===== config.mk =====
export PLATFORM = sky130hd
export DESIGN_NAME = smt_counter
export DESIGN_NICKNAME = d
export VERILOG_FILES = /design/src/rtl/smt_pkg.sv /design/src/rtl/smt_counter.sv
export SDC_FILE = /design/constraint.sdc
export NUM_CORES = 1
export LEC_CHECK = 0
export BUFFER_PORTS_ARGS = -buffer_cell sky130_fd_sc_hd__buf_4
export CAP_MARGIN = 5
export CORE_ASPECT_RATIO = 0.5
export CORE_MARGIN = 1
export CORE_UTILIZATION = 46
export DETAILED_ROUTE_END_ITERATION = 16
export PLACE_DENSITY = 0.72
export RECOVER_POWER = 100
export SKIP_LAST_GASP = 1
export SLEW_MARGIN = 20
export SYNTH_ARGS = -nofsm -noshare
export SYNTH_HDL_FRONTEND = slang
export SYNTH_SLANG_ARGS = --single-unit

===== constraint.sdc =====
create_clock -name clk -period 4.45 [get_ports clk]
set_clock_uncertainty 0.15 [all_clocks]
set_input_delay 0.89 -clock clk [delete_from_list [all_inputs] [get_ports clk]]
set_output_delay 0.89 -clock clk [all_outputs]
set_load 0.02 [all_outputs]

===== src/rtl/smt_pkg.sv =====
// Shared types, constants and helpers for the sorted multiset table.
// No dependencies; every other file of the block imports this package.
`default_nettype none

package smt_pkg;

    localparam int CMD_W   = 2;
    localparam int VALUE_W = 32;
    localparam int FIELD_W = 7;

    // Command codes
    localparam logic [CMD_W-1:0] CMD_INSERT = 2'd0;
    localparam logic [CMD_W-1:0] CMD_REMOVE = 2'd1;
    localparam logic [CMD_W-1:0] CMD_QUERY  = 2'd2;

    // Match flags summed per counter step
    localparam int CHUNK   = 8;
    localparam int CHUNK_W = $clog2(CHUNK + 1);

    // Broadcast control from the sequencer to every cell
    typedef struct packed {
        logic                      cmp_en;
        logic                      ins_en;
        logic                      rem_en;
        logic signed [VALUE_W-1:0] value;
    } smt_ctrl_t;

    // What one cell shows its neighbors
    typedef struct packed {
        logic signed [VALUE_W-1:0] value;
        logic                      valid;
        logic                      gt;
    } smt_link_t;

    function automatic logic [CHUNK_W-1:0] popcount_chunk(input logic [CHUNK-1:0] bits);
        logic [CHUNK_W-1:0] n;
        n = '0;
        for (int i = 0; i < CHUNK; i++)
        begin
            n = n + CHUNK_W'(bits[i]);
        end
        return n;
    endfunction

endpackage

`default_nettype wire


===== src/rtl/smt_counter.sv =====
// Match counter: sums the cells' equal flags, CHUNK flags per cycle, by
// shifting the captured flag row down. Depends on smt_pkg.
`default_nettype none

module smt_counter #(
    parameter int CAPACITY = 64
) (
    input  logic                               clk,
    input  logic                               rst_n,
    input  logic                               load,
    input  logic [CAPACITY-1:0]                flags,
    output logic                               done,
    output logic [$clog2(CAPACITY + 1)-1:0]    total
);
    import smt_pkg::*;

    localparam int STEPS  = (CAPACITY + CHUNK - 1) / CHUNK;
    localparam int PAD_W  = STEPS * CHUNK;
    localparam int STEP_W = $clog2(STEPS + 1);
    localparam int CNT_W  = $clog2(CAPACITY + 1);

    logic [PAD_W-1:0]  shift_reg;
    logic [STEP_W-1:0] left_reg;
    logic [CNT_W-1:0]  acc_reg;

    // Left count and accumulator
    always_ff @(posedge clk or negedge rst_n)
    begin
        if (!rst_n)
        begin
            left_reg <= '0;
            acc_reg  <= '0;
        end
        else if (load)
        begin
            left_reg <= STEP_W'(STEPS);
            acc_reg  <= '0;
        end
        else if (left_reg != '0)
        begin
            left_reg <= left_reg - STEP_W'(1);
            acc_reg  <= acc_reg + CNT_W'(popcount_chunk(shift_reg[CHUNK-1:0]));
        end
    end

    // Flag row, consumed from the bottom
    always_ff @(posedge clk)
    begin
        if (load)
        begin
            shift_reg <= PAD_W'(flags);
        end
        else if (left_reg != '0)
        begin
            shift_reg <= shift_reg >> CHUNK;
        end
    end

    assign done  = (left_reg == '0);
    assign total = acc_reg;

endmodule

`default_nettype wire


* After elaboration in Yosys (flattened, before gate mapping)
Index checks and enable logic that the tools add are counted.
** Word-level totals
- Flip-flop bits (word level) :: 75
- Input bits :: 67
- Output and inout port bits :: 8
- Logic and storage cells :: 21
** Operators by class
- Add/sub/neg operators :: 9
- Mux-type cells :: 6
- Reduce and logical (&&, ||, !) cells :: 3
** Operators by type and width (number)
- two-way mux 64 bit :: 2
- adder 4 x 1 -> 4 bit :: 4
- two-way mux 7 bit :: 2
- two-way mux 4 bit :: 2
- adder 7 x 4 -> 7 bit :: 1
- adder 3 x 1 -> 4 bit :: 1
- zero test 4 bit :: 1
- nonzero test 4 bit :: 1
- subtractor 4 x 1 -> 4 bit, second input constant :: 1
- adder 2 x 1 -> 3 bit :: 1
- adder 1 x 1 -> 2 bit :: 1
- nonzero test 2 bit :: 1

* Logic depth before layout (Yosys ltp)
- Word-level depth :: 10
- Mapped depth :: 11
- Depth with buffers taken out :: 11

* Least setup slack after synthesis
OpenSTA, ideal clock, no wires.
- Path kind :: input to register
- From :: input port load
- To :: register shift_reg[0], enable pin
- Arrival :: 2.890 ns
- Data required time :: 3.868 ns
- Setup slack :: 0.977 ns
- Stages :: 3
- Path buffers :: 2
- Cell sequence :: buf_2 > clkbuf_1 > nand2b_1
** On the way
- Cells in the longest elaborated chain, start to end :: 1
** Ends and longest elaborated chain
- start, declared :: line smt_counter.sv:10 : input logic load,
- nonzero test 2 bit (no line)
- end signal, assigned :: line smt_counter.sv:51 : shift_reg <= PAD_W'(flags);
- end signal, assigned :: line smt_counter.sv:55 : shift_reg <= shift_reg >> CHUNK;
- end, declared :: line smt_counter.sv:22 : logic [PAD_W-1:0] shift_reg;
No other way between the ends.
A chain may end at the register's enable or synchronous reset.

* Worst setup path after layout
- From :: register left_reg[0]
- To :: register shift_reg[0], enable pin
** On the way
- Cells in the longest elaborated chain, start to end :: 2
** Ends and longest elaborated chain
- start, declared :: line smt_counter.sv:23 : logic [STEP_W-1:0] left_reg;
- start signal, assigned :: line smt_counter.sv:36 : left_reg <= STEP_W'(STEPS);
- start signal, assigned :: line smt_counter.sv:41 : left_reg <= left_reg - STEP_W'(1);
- nonzero test 4 bit :: line smt_counter.sv:53 : else if (left_reg != '0)
- nonzero test 2 bit (no line)
No other way between the ends.

==> flow_metrics.tcl <==
set metrics [dict create \
    pwr-share-comb_pct 28.9 \
    post_cts_resized 0 \
    slowest_delay_ps 1360 \
    synth.area.mux_share_pct 18.3 \
    synth-edff-count 64 \
    critPathCaptureType "register" \
    holdWs_ps 356 \
    fin_crit_sh_pct 82.2 \
    cts_buffer_depth 2 \
    overflow 0 \
    met1_length_um 2500 \
    status "finished, violations left" \
    stdcell_area_um2 4330 \
    synth-seq-area-share_pct 62.6 \
    n_antenna_cell 0 \
    synth_fa_ha_area_share_pct 5.71 \
    core_um2 7350 \
    largest_reg_flops 64 \
    postSynth.asyncResetShare_pct 14.7 \
    synth_ff_type "edfxtp_1" \
    crit_family "simple AND/OR/NAND/NOR gates" \
    grt_use_total_pct 15.7 \
    grt_max_degree 80 \
    synth_xor_area_share_pct 0.749 \
    yosys.area_share.simple_pct 5.96 \
    rows 22 \
    setup_viol 0 \
    p_sw_share_pct 29.0 \
    grt_pass1_vias 2054 \
    synth_top_family_by_area "multiplexers" \
    post_drt_wl_per_cell_um 14.1 \
    place_congestion 0.755 \
    clock_latency_ps 330 \
    vias 1969 \
    first_pass_iters 10 \
    p_int_w 0.00168 \
    synth_cell_type_count 34 \
    p_leak_nw 1.81 \
    initial_core_util_pct 47.7 \
    drc 0 \
    power_frac_seq_pct 45.0 \
    rrSetupSlack_ps 790 \
    slew_headroom_pct -28.4 \
    worstPathArrival_ps 3470 \
    place_area_um2 4130 \
    vdd_drop_max_uv 264 \
    numCtsBuffers 9 \
    p_clk_share_pct 26.2 \
    required_ps 4260 \
    cts.sinks 75 \
    top_layer_used "met4" \
    vias_per_cell 4.91 \
    antenna_found_initial 0 \
    synth_compound_area_share_pct 3.28 \
    drv_slew 124 \
    areaGrowthSynthToFinish_pct 23.3 \
    cts_max_level 3 \
    worst_path_max_delay_cell "nand2b_1" \
    met3_wirelength_um 294 \
    die_area_um2 8000 \
    syn_area_um2 3510 \
    drive_above_1_share_pct 45.6 \
    synthCells 224 \
    maxCapViolations 2 \
    wl_met2_um 2760 \
    crit_type "register to register" \
    grt_pass1_wl_um 9330 \
    fmax_mhz 273 \
    ios 75 \
    violations "capacitance limit, slew limit" \
    post-route-min-period_ps 3660 \
    avgSynthCellArea_um2 15.7 \
    die_h_um 63.8 \
    final_cell_mix "64 x buf_4, 64 x edfxtp_1, 56 x mux2_2" \
    ys_ff_latch 75 \
    dp.final_hpwl_um 3740 \
    tns_ps 0 \
    num-nets-final 381 \
    cp_num_buf_inv 3 \
    cp_max_fo 43 \
    rsz0062_at_grt "no" \
    ant_nets 0 \
    die_x_um 126 \
    powerDensity_nw_per_um2 548 \
    routed_wirelength_um 5650 \
    worstMarginPinSlew_ps 1930 \
    cts_root_buf "clkbuf_16" \
    post-cts-setup-buffers 0 \
    path_cells "inv_1 > ha_1 > nand2_1 > inv_4 > nand2b_1 > clkbuf_2" \
    cts_hold_buf 0 \
    synth-warning-count 0 \
    drt_iter0_drc 107 \
    cts_tree "done" \
    syn_nets 304 \
    hold_violations 0 \
    cts.clk_slew.worst_paths_ps 60 \
    port_buffers 74 \
    hp-class "register to register" \
    cp-start-kind "register" \
    switchingPower_w 0.000687 \
]
-- metal layers --
| metal | track usage, % | up-vias |
|---|---|---|
| met1 | 18.0 | 946 |
| met2 | 25.6 | 40 |
| li1 | - | 975 |
| met5 | 0 | - |
| met4 | 7.93 | 0 |
| met3 | 6.45 | 8 |
-- synth_stat cells, types with 2 or more instances --
cell	n	share of area (%)
nand2b_1	3	0.54
xnor2_1	3	0.75
buf_6	3	0.96
inv_1	12	1.3
nor2b_1	2	0.36
mux2_2	56	18
ha_1	8	2.9
a21oi_1	5	0.71
fa_1	5	2.9
buf_2	6	0.86
nor2_1	11	1.2
nand2_1	5	0.54
and2_1	8	1.4
nor3_1	2	0.29
dfrtp_1	11	7.8
edfxtp_1	64	55
a211oi_1	3	0.64
-- kinds of logic after synthesis --
logic type | Yosys count
buffers and inverters | 23
muxes | 57
xor gates and xnor gates | 3
and+or+nand+nor | 38
DFF | 75
AOI/OAI and AO/OA | 15
adders and majority gates | 13
-- through the flow --
stage / utilization, % / cells / worst slack, ps / power, W
finish: 58.9 / 401 / 793 / 0.00237
global route: 58.9 / 401 / 492 / 0.00253
CTS: 59.7 / 401 / 954 / 0.00244
detailed placement: 56.2 / 386 / 969 / 0.00181
global placement: 56.2 / 386 / 1020 / 0.00176
floorplan: - / 224 / 977 / 0.00160
-- final timing paths --
check                                   startpoint                 endpoint  cells past startpoint
max in group asynchronous                    rst_n     total[0]$_DFFE_PN0P_                      1
min reg2reg                left_reg[3]$_DFFE_PN0P_  left_reg[3]$_DFFE_PN0P_                      1
min in group asynchronous                    rst_n  left_reg[3]$_DFFE_PN0P_                      1
max                        left_reg[0]$_DFFE_PN0P_   shift_reg[0]$_DFFE_PP_                      6
max reg2reg                left_reg[0]$_DFFE_PN0P_   shift_reg[0]$_DFFE_PP_                      6
min                        left_reg[3]$_DFFE_PN0P_  left_reg[3]$_DFFE_PN0P_                      1
-- power groups by stage --
| stage | Sequential, W | Clock, W | Combinational, W |
|---|---|---|---|
| after floorplan | 0.00109 | 0 | 0.000517 |
| after global placement | 0.00107 | 0 | 0.000690 |
| after detailed placement | 0.00108 | 0 | 0.000729 |
| after CTS | 0.00107 | 0.000639 | 0.000734 |
| after global routing | 0.00109 | 0.000667 | 0.000769 |
| final | 0.00107 | 0.000621 | 0.000685 |
-- final cells by class --
cell class | instances | area [um2]
clock inverters | 4 | 18.8
well taps | 96 | 120
multi-input cells | 126 | 1170
flip-flops and latches | 75 | 2200
clock buffers | 11 | 233
inverters | 13 | 51.3
repair buffers | 76 | 532
fillers | 596 | 3020
Power figures use the tool's default switching activity.
