==> src/rtl/smt_pkg.sv <==
// Shared types, constants and helpers for the sorted multiset table.
// No dependencies; every other file of the block imports this package.
`default_nettype none

package smt_pkg;

    localparam int CMD_W   = 2;
    localparam int VALUE_W = 32;
    localparam int FIELD_W = 7;

    // Command codes
    localparam logic [CMD_W-1:0] CMD_INSERT = 2'd0;
    localparam logic [CMD_W-1:0] CMD_REMOVE = 2'd1;
    localparam logic [CMD_W-1:0] CMD_QUERY  = 2'd2;

    // Match flags summed per counter step
    localparam int CHUNK   = 8;
    localparam int CHUNK_W = $clog2(CHUNK + 1);

    // Broadcast control from the sequencer to every cell
    typedef struct packed {
        logic                      cmp_en;
        logic                      ins_en;
        logic                      rem_en;
        logic signed [VALUE_W-1:0] value;
    } smt_ctrl_t;

    // What one cell shows its neighbors
    typedef struct packed {
        logic signed [VALUE_W-1:0] value;
        logic                      valid;
        logic                      gt;
    } smt_link_t;

    function automatic logic [CHUNK_W-1:0] popcount_chunk(input logic [CHUNK-1:0] bits);
        logic [CHUNK_W-1:0] n;
        n = '0;
        for (int i = 0; i < CHUNK; i++)
        begin
            n = n + CHUNK_W'(bits[i]);
        end
        return n;
    endfunction

endpackage

`default_nettype wire

==> src/rtl/smt_cell.sv <==
// One cell of the sorted chain: a stored value, its valid bit and the
// compare flags against the current item. Depends on smt_pkg.
`default_nettype none

module smt_cell (
    input  logic                clk,
    input  logic                rst_n,
    input  smt_pkg::smt_ctrl_t  ctrl,
    input  smt_pkg::smt_link_t  left,
    input  smt_pkg::smt_link_t  right,
    output smt_pkg::smt_link_t  link,
    output logic                eq
);
    import smt_pkg::*;

    logic signed [VALUE_W-1:0] value_reg;
    logic signed [VALUE_W-1:0] value_next;
    logic                      valid_reg;
    logic                      valid_next;
    logic                      gt_reg;
    logic                      ge_reg;
    logic                      eq_reg;
    logic                      take_ins;
    logic                      take_rem;

    // Insert: cells above the value move up one place, the first free cell fills
    assign take_ins = ctrl.ins_en && (gt_reg || (!valid_reg && left.valid));
    // Remove: from the first equal cell on, every occupied cell takes its right neighbor
    assign take_rem = ctrl.rem_en && ge_reg;

    always_comb
    begin
        value_next = value_reg;
        valid_next = valid_reg;
        if (take_ins)
        begin
            value_next = left.gt ? left.value : ctrl.value;
            valid_next = 1'b1;
        end
        else if (take_rem)
        begin
            value_next = right.value;
            valid_next = right.valid;
        end
    end

    // Valid bit and compare flags
    always_ff @(posedge clk or negedge rst_n)
    begin
        if (!rst_n)
        begin
            valid_reg <= 1'b0;
            gt_reg    <= 1'b0;
            ge_reg    <= 1'b0;
            eq_reg    <= 1'b0;
        end
        else
        begin
            valid_reg <= valid_next;
            if (ctrl.cmp_en)
            begin
                gt_reg <= valid_reg && (value_reg > ctrl.value);
                ge_reg <= valid_reg && (value_reg >= ctrl.value);
                eq_reg <= valid_reg && (value_reg == ctrl.value);
            end
        end
    end

    // Stored value
    always_ff @(posedge clk)
    begin
        value_reg <= value_next;
    end

    assign link.value = value_reg;
    assign link.valid = valid_reg;
    assign link.gt    = gt_reg;
    assign eq         = eq_reg;

endmodule

`default_nettype wire

==> config.mk <==
export PLATFORM = sky130hd
export DESIGN_NAME = smt_cell
export DESIGN_NICKNAME = d
export VERILOG_FILES = /design/src/rtl/smt_pkg.sv /design/src/rtl/smt_cell.sv
export SDC_FILE = /design/constraint.sdc
export NUM_CORES = 1
export LEC_CHECK = 0
export ABC_AREA = 1
export BUFFER_PORTS_ARGS = -buffer_cell sky130_fd_sc_hd__buf_2
export CORE_MARGIN = 2
export CORE_UTILIZATION = 46
export DETAILED_ROUTE_END_ITERATION = 8
export PLACE_DENSITY_LB_ADDON = 0.3
export SLEW_MARGIN = 40
export SYNTH_ARGS = -nofsm -noshare
export SYNTH_HDL_FRONTEND = slang
export SYNTH_SLANG_ARGS = --single-unit
==> constraint.sdc <==
create_clock -name clk -period 2.74 [get_ports clk]
set_clock_uncertainty 0.1 [all_clocks]
set_input_delay 0.548 -clock clk [delete_from_list [all_inputs] [get_ports clk]]
set_output_delay 0.548 -clock clk [all_outputs]
set_load 0.05 [all_outputs]
# [After elaboration in Yosys (flattened, before gate mapping)]
# Index checks and enable logic that the tools add are counted.
[word_totals] register_bits=36 input_bits=105 output_inout_bits=35 word_cells=22
[op_classes] reduce_logical=9 n_mux=5 n_eq_ne=1 order_cmp=2
[op_table] cell="32-bit 2-to-1 mux" count=3
[op_table] cell="32-bit == test" count=1
[op_table] cell="32-bit >= comparator" count=1
[op_table] cell="32-bit > comparator" count=1
[op_table] cell="1-bit logical AND" count=6
[op_table] cell="1-bit 2-to-1 mux" count=2
[op_table] cell="2-bit nonzero test" count=1
[op_table] cell="1-bit zero test" count=1
[op_table] cell="1-bit logical OR" count=1

# [Logic depth before layout (Yosys ltp)]
# Gate-level depths: netlist of the first run.
[logic_depth] depth_word=5 ltp_mapped=16

# [Least setup slack after synthesis of the first run]
# OpenSTA, ideal clock, no wires.
[synth_path] path_kind="input to register" start="input port left[1] in the netlist's numbering" end="register value_reg[0] (enable)" setup_slack_ns=0.510 arrival_ns=1.740 stages=5 t_required_ns=2.251 cell_sequence="inv_1 -> o21bai_1 -> nand2_1 -> buf_2 -> nand2_1"
[synth_via] elab_chain_len=4
[synth_rtl] item="from (decl)" line="smt_cell.sv:9" rtl="input smt_pkg::smt_link_t left,"
[synth_rtl] item="1-bit logical AND" line="smt_cell.sv:27" rtl="assign take_ins = ctrl.ins_en && (gt_reg || (!valid_reg && left.valid));"
[synth_rtl] item="1-bit logical OR" line="smt_cell.sv:27"
[synth_rtl] item="1-bit logical AND" line="smt_cell.sv:27"
[synth_rtl] item="2-bit nonzero test (no line)"
[synth_rtl] item="to (signal assigned)" line="smt_cell.sv:72" rtl="value_reg <= value_next;"
[synth_rtl] item="to (decl)" line="smt_cell.sv:16" rtl="logic signed [VALUE_W-1:0] value_reg;"
# No other way between the ends.
# A chain may end at the register's enable or synchronous reset.

# [Worst setup path after layout of the first run]
[layout_path] start="register valid_reg" end="register value_reg[21] (enable)"
[layout_via] elab_chain_len=5
[layout_rtl] item="from (decl)" line="smt_cell.sv:18" rtl="logic valid_reg;"
[layout_rtl] item="from (signal assigned)" line="smt_cell.sv:59" rtl="valid_reg <= valid_next;"
[layout_rtl] item="1-bit zero test" line="smt_cell.sv:27"
[layout_rtl] item="1-bit logical AND" line="smt_cell.sv:27"
[layout_rtl] item="1-bit logical OR" line="smt_cell.sv:27"
[layout_rtl] item="1-bit logical AND" line="smt_cell.sv:27"
[layout_rtl] item="2-bit nonzero test (no line)"
# No other way between the ends.

==> flow_summary.toml, run 1 <==
[outcome]
status = "completed"

[place]
place_hpwl_um = 5080
io_buffers = 138
gp_congestion = 0.832

[synth]
synth_fa_ha_area_frac = 0.145
synth_area_per_cell_um2 = 7.27
ys_dominant_reg_cell = "edfxtp_1"
synth_top_family_by_area = "simple AND/OR/NAND/NOR gates"
synth_async_sr_flop_share = 0.111
synth_compound_area_frac = 0.105
ys_ff_latch = 36
synth_xor_area_frac = 0
yosysWarnings = 0
synth_edf_count = 32
synth_cell_types = 21
muxShareOfSynthArea = 0
synth_top_cell_area_share = 0.349
seq_area_frac_synth = 0.385
synth_cells = 379
synth_nets = 516
synth_area_um2 = 2750
synth_area_leaders = "edfxtp_1 (35%), nand2_1 (24%), ha_1 (15%)"
synth-simple-area-share = 0.272
synth_area_leader_cell = "edfxtp_1"

[worst_setup_path]
rrSetupSlack_ns = 0.95
end_kind = "flip-flop"
crit_required_ns = 2.57
reg2reg_depth = 5
cp_max_fo = 36
start_kind = "flip-flop"
path_class = "flip-flop to flip-flop"
regToRegEndpoint = "value_reg[21]"
cp.arrival_ns = 1.62
worstReg2RegStart = "valid_reg"
crit_start = "valid_reg"

[clock_tree]
cts_tree = "done"
path_clk_slew_ns = 0.09
cts_sinks = 36
cts_root_buf = "clkbuf_8"
clockBufferDepth = 2
htreeDepth = 2
cts_buffers = 5
insertion_delay_ns = 0.29

[sta]
hold_viol = 0
setup_viol_count_final = 0
period_needed_ns = 1.79
min_period_over_period = 0.654
rsz0062_at_grt = "no"
drv_slew = 0
setup_tns_ns = 0
worst_slew_pin_slew_ns = 0.554
maxSlewHeadroom = 0.630
fmax_mhz = 558

[cells_and_area]
num-nets-final = 649
syn2layout_area_growth_pct = 30.5
largest_reg_flops = 32
drive_gt1_frac = 0.296
diodes = 0

[die]
die_w_um = 81.4
die_h_um = 81.4
num_rows = 28
ios = 140
initial_core_util = 0.471
core_um2 = 5850
dieArea_um2 = 6620

[power_and_ir_drop]
power_mw = 3.02
powerDensity_nw_per_um2 = 839
max-vdd-ir-drop_uv = 625
power_leakage_nw = 2.05

[drt]
drc = 0
drtIter0Drc = 126
vias_per_cell = 4.70
first_pass_iters = 4
drt_wl_total_um = 6830
postRouteAntennaNets = 0
route.vias.total = 2764
wl_per_cell_um = 11.6

[hold_path]
min_to = "gt_reg"
min_from = "gt_reg"
hold_path_class = "flip-flop to flip-flop"
hold_path_depth = 2

[global_routing]
grt_pass1_wl_um = 10500
grt_overflow = 0
grt_start_max_net_pins = 65
antenna_found_initial = 0
grt_pass1_vias = 2413
gr-usage-all-layers = 0.202

[run]
maxCapViolations = 0
-- cells in the final DEF, fill, tap and decap left out, drive strengths merged --
cell type and count:
a21o 1, a21oi 15, buf 140, clkbuf 6, clkinv 2, dfrtp 4
dlygate4sd3 1, edfxtp 32, ha 32, inv 47, nand2 175, nand3 6
nand4 2, nor2 10, o21a 2, o21ai 37, o21bai 1
-- layer usage --
metal,wire [um],vias up,global-route usage
met5,0,-,0
met4,42,0,0.0356
met3,416,4,0.0500
met2,3350,78,0.366
met1,3020,1210,0.244
li1,-,1472,-
-- cells by family (layout without fill, tap and decap cells) --
| logic type | count (synthesis) | count (layout) |
|---|---|---|
| AO/OA/AOI/OAI | 56 | 56 |
| AND/OR/NAND/NOR | 193 | 193 |
| adder cells (fa/ha/maj) | 32 | 32 |
| flip-flops | 36 | 36 |
| buffers and inverters | 62 | 196 |
-- synth_stat cells, drive strengths merged, types with 2 or more instances --
| cell type | count |
|---|---|
| nand2 | 175 |
| inv | 47 |
| o21ai | 37 |
| edfxtp | 32 |
| ha | 32 |
| a21oi | 15 |
| buf | 12 |
| nor2 | 10 |
| nand3 | 6 |
| dfrtp | 4 |
| clkbuf | 3 |
| nand4 | 2 |
| o21a | 2 |
-- report_power, final --
group	internal, mW	total [mW]	switching (mW)	leakage [nW]
logic	0.444	1.64	1.20	1.64
clock network	0.201	0.404	0.203	0.0510
registers	0.870	0.972	0.101	0.357
-- cell type report --
type / instances / area, um2
sequential: 36 / 1060
clock buffer: 6 / 82.6
multi-input combinational: 281 / 1440
tap: 75 / 93.8
fill: 543 / 2260
clock inverter: 2 / 10.0
inverter: 47 / 176
timing repair buffer: 141 / 731
-- through the flow --
| step | cell area (um2) | cells | hold slack [ns] | utilization | setup WS, ns |
|---|---|---|---|---|---|
| after floorplan | 2750 | 379 | 0.152 | - | 0.510 |
| after global placement | 3490 | 579 | 0.257 | 0.596 | 0.715 |
| after detailed placement | 3490 | 579 | 0.259 | 0.597 | 0.716 |
| after CTS | 3590 | 588 | 0.401 | 0.614 | 0.912 |
| after global routing | 3590 | 588 | 0.428 | 0.614 | 0.743 |
| final | 3590 | 588 | 0.400 | 0.614 | 0.948 |
-- worst max-delay path: stages (launching register included) --
cell	delay, ns
dfrtp_1	0.42
o21bai_1	0.15
nand2_1	0.10
buf_12	0.18
nand2_1	0.08
buf_4	0.39
-- worst max-delay path by stage --
stage          depth (start not counted)  slack [ns]            end
2_1_floorplan                          5        0.51   value_reg[0]
3_3_place_gp                           4        0.72   value_reg[8]
3_5_place_dp                          10        0.72         gt_reg
4_1_cts                                5        0.91   value_reg[3]
5_1_grt                               10        0.74         ge_reg
6_report                               5        0.95  value_reg[21]
-- repair_timing --
item                                   in CTS  in global routing
resized for setup                           0                  0
hold buffers                                1                  0
setup buffers                               0                  0
setup endpoints to repair                   0                  0
endpoints found under the hold margin       4                  0
Power figures use the tool's default switching activity.
==> run 2, diff against run 1 <==
==> constraint.sdc (replaced) <==
create_clock -name clk -period 1.82 [get_ports clk]
set_clock_uncertainty 0.1 [all_clocks]
set_input_delay 0.364 -clock clk [delete_from_list [all_inputs] [get_ports clk]]
set_output_delay 0.364 -clock clk [all_outputs]
set_load 0.05 [all_outputs]
==> flow_summary.toml, run 2 (same netlist as run 1, synthesis figures left out) <==
[worst_setup_path]
end_kind = "flip-flop"
cp_max_fo = 2
path_class = "flip-flop to flip-flop"
crit_required_ns = 1.90
cp.arrival_ns = 1.85
crit_slowest_cell = "edfxtp_1"
start_kind = "flip-flop"
critPathMaxStageDelay_ns = 0.45
path_cells = "ha_4 -> a21oi_1 -> o21a_1 -> nand2_1 -> a21oi_2 -> nand3_1 -> nand3_1 -> nand2_1"

[die]
die_h_um = 81.4
die_w_um = 81.4
dieArea_um2 = 6620
core_um2 = 5850
initial_core_util = 0.471
ios = 140
num_rows = 28

[clock_tree]
path_clk_slew_ns = 0.08
clockBufferDepth = 2
cts_sinks = 36
insertion_delay_ns = 0.29
cts_root_buf = "clkbuf_8"
cts_tree = "done"
htreeDepth = 2
cts_buffers = 5

[drt]
route.vias.total = 2848
wl_per_cell_um = 12.4
drtIter0Drc = 118
drc = 0
postRouteAntennaNets = 0
drt_wl_total_um = 7340
vias_per_cell = 4.80
first_pass_iters = 4

[cells_and_area]
num-nets-final = 654
syn2layout_area_growth_pct = 35.6
final_common_cell = "nand2_1"
largest_reg_flops = 32
drive_gt1_frac = 0.326
diodes = 0
final_cell_mix = "nand2_1 (170), buf_2 (138), inv_1 (46)"

[global_routing]
gr-usage-all-layers = 0.216
antenna_found_initial = 0
grt_overflow = 0
grt_pass1_wl_um = 11100
grt_start_max_net_pins = 65
grt_pass1_vias = 2641

[outcome]
status = "completed"

[sta]
period_needed_ns = 1.78
fmax_mhz = 563
setup_viol_count_final = 0
maxSlewHeadroom = 0.612
min_period_over_period = 0.975
drv_slew = 0
hold_viol = 0
setup_tns_ns = 0
worst_slew_pin_slew_ns = 0.582
rsz0062_at_grt = "yes"
whs_ns = 0.231

[place]
io_buffers = 138
gp_congestion = 0.805
place_hpwl_um = 5460

[power_and_ir_drop]
max-vdd-ir-drop_uv = 949
power_leakage_nw = 2.08
powerDensity_nw_per_um2 = 1260

[run]
maxCapViolations = 0

[hold_path]
hold_path_class = "primary input to flip-flop"
## run 2: path summary, 6_finish.rpt
kind                          startpoint   endpoint  slack [ns]  cells after the start
max in group asynchronous          rst_n     ge_reg        1.20                      2
min in group asynchronous          rst_n     gt_reg        0.30                      2
hold / removal                  right[1]  valid_reg        0.23                      3
setup / recovery           value_reg[23]     ge_reg        0.04                      8
hold reg to reg                       eq         eq        0.40                      2
setup reg to reg           value_reg[23]     ge_reg        0.04                      8
## run 2: power by group
group          leakage [nW]  total (mW)  switching [mW]  internal, mW
Combinational          1.68        2.66            1.87         0.787
Clock                0.0422       0.552           0.283         0.269
Sequential            0.357        1.49           0.177          1.31
## run 2: worst max-delay path: cells and delay by family (launching register included)
family	cells	cell delay, ns
compound gates	3	0.49
flops	1	0.45
simple gates	4	0.34
fa+ha+maj	1	0.28
## run 2: repair_timing
| item | 4_1_cts | 5_1_grt |
|---|---|---|
| setup endpoints to repair | 0 | 2 |
| buffers inserted | 0 | 1 |
| hold endpoints to repair | 4 | 0 |
| hold buffers | 1 | 0 |
| gates resized for setup | 0 | 15 |
## run 2: layer usage
metal | track usage | wire, um | up-vias | share of wire
li1 | - | - | 1487 | -
met1 | 0.267 | 3170 | 1268 | 0.43
met2 | 0.388 | 3640 | 83 | 0.50
met3 | 0.0378 | 428 | 10 | 0.058
met4 | 0.0559 | 103 | 0 | 0.014
met5 | 0 | 0 | - | 0
## run 2: final cells by class
cell class              instances  area (um2)
flip-flops and latches         36        1060
clock inverters                 1        5.00
well taps                      75        93.8
repair buffers                146         778
inverters                      47         176
clock buffers                   7        76.3
multi-input cells             281        1540
fillers                       537        2120
## run 2: metrics by stage
| stage | power, mW | instance area (um2) | setup WS [ns] | instances | util |
|---|---|---|---|---|---|
| 2_1_floorplan | 3.35 | 2770 | -0.0703 | 379 | - |
| 3_3_place_gp | 3.98 | 3550 | -0.000458 | 583 | 0.606 |
| 3_5_place_dp | 4.04 | 3550 | -0.0331 | 583 | 0.606 |
| 4_1_cts | 4.60 | 3640 | 0.0311 | 592 | 0.622 |
| 5_1_grt | 5.04 | 3730 | -0.0498 | 593 | 0.638 |
| 6_report | 4.70 | 3730 | 0.0449 | 593 | 0.638 |
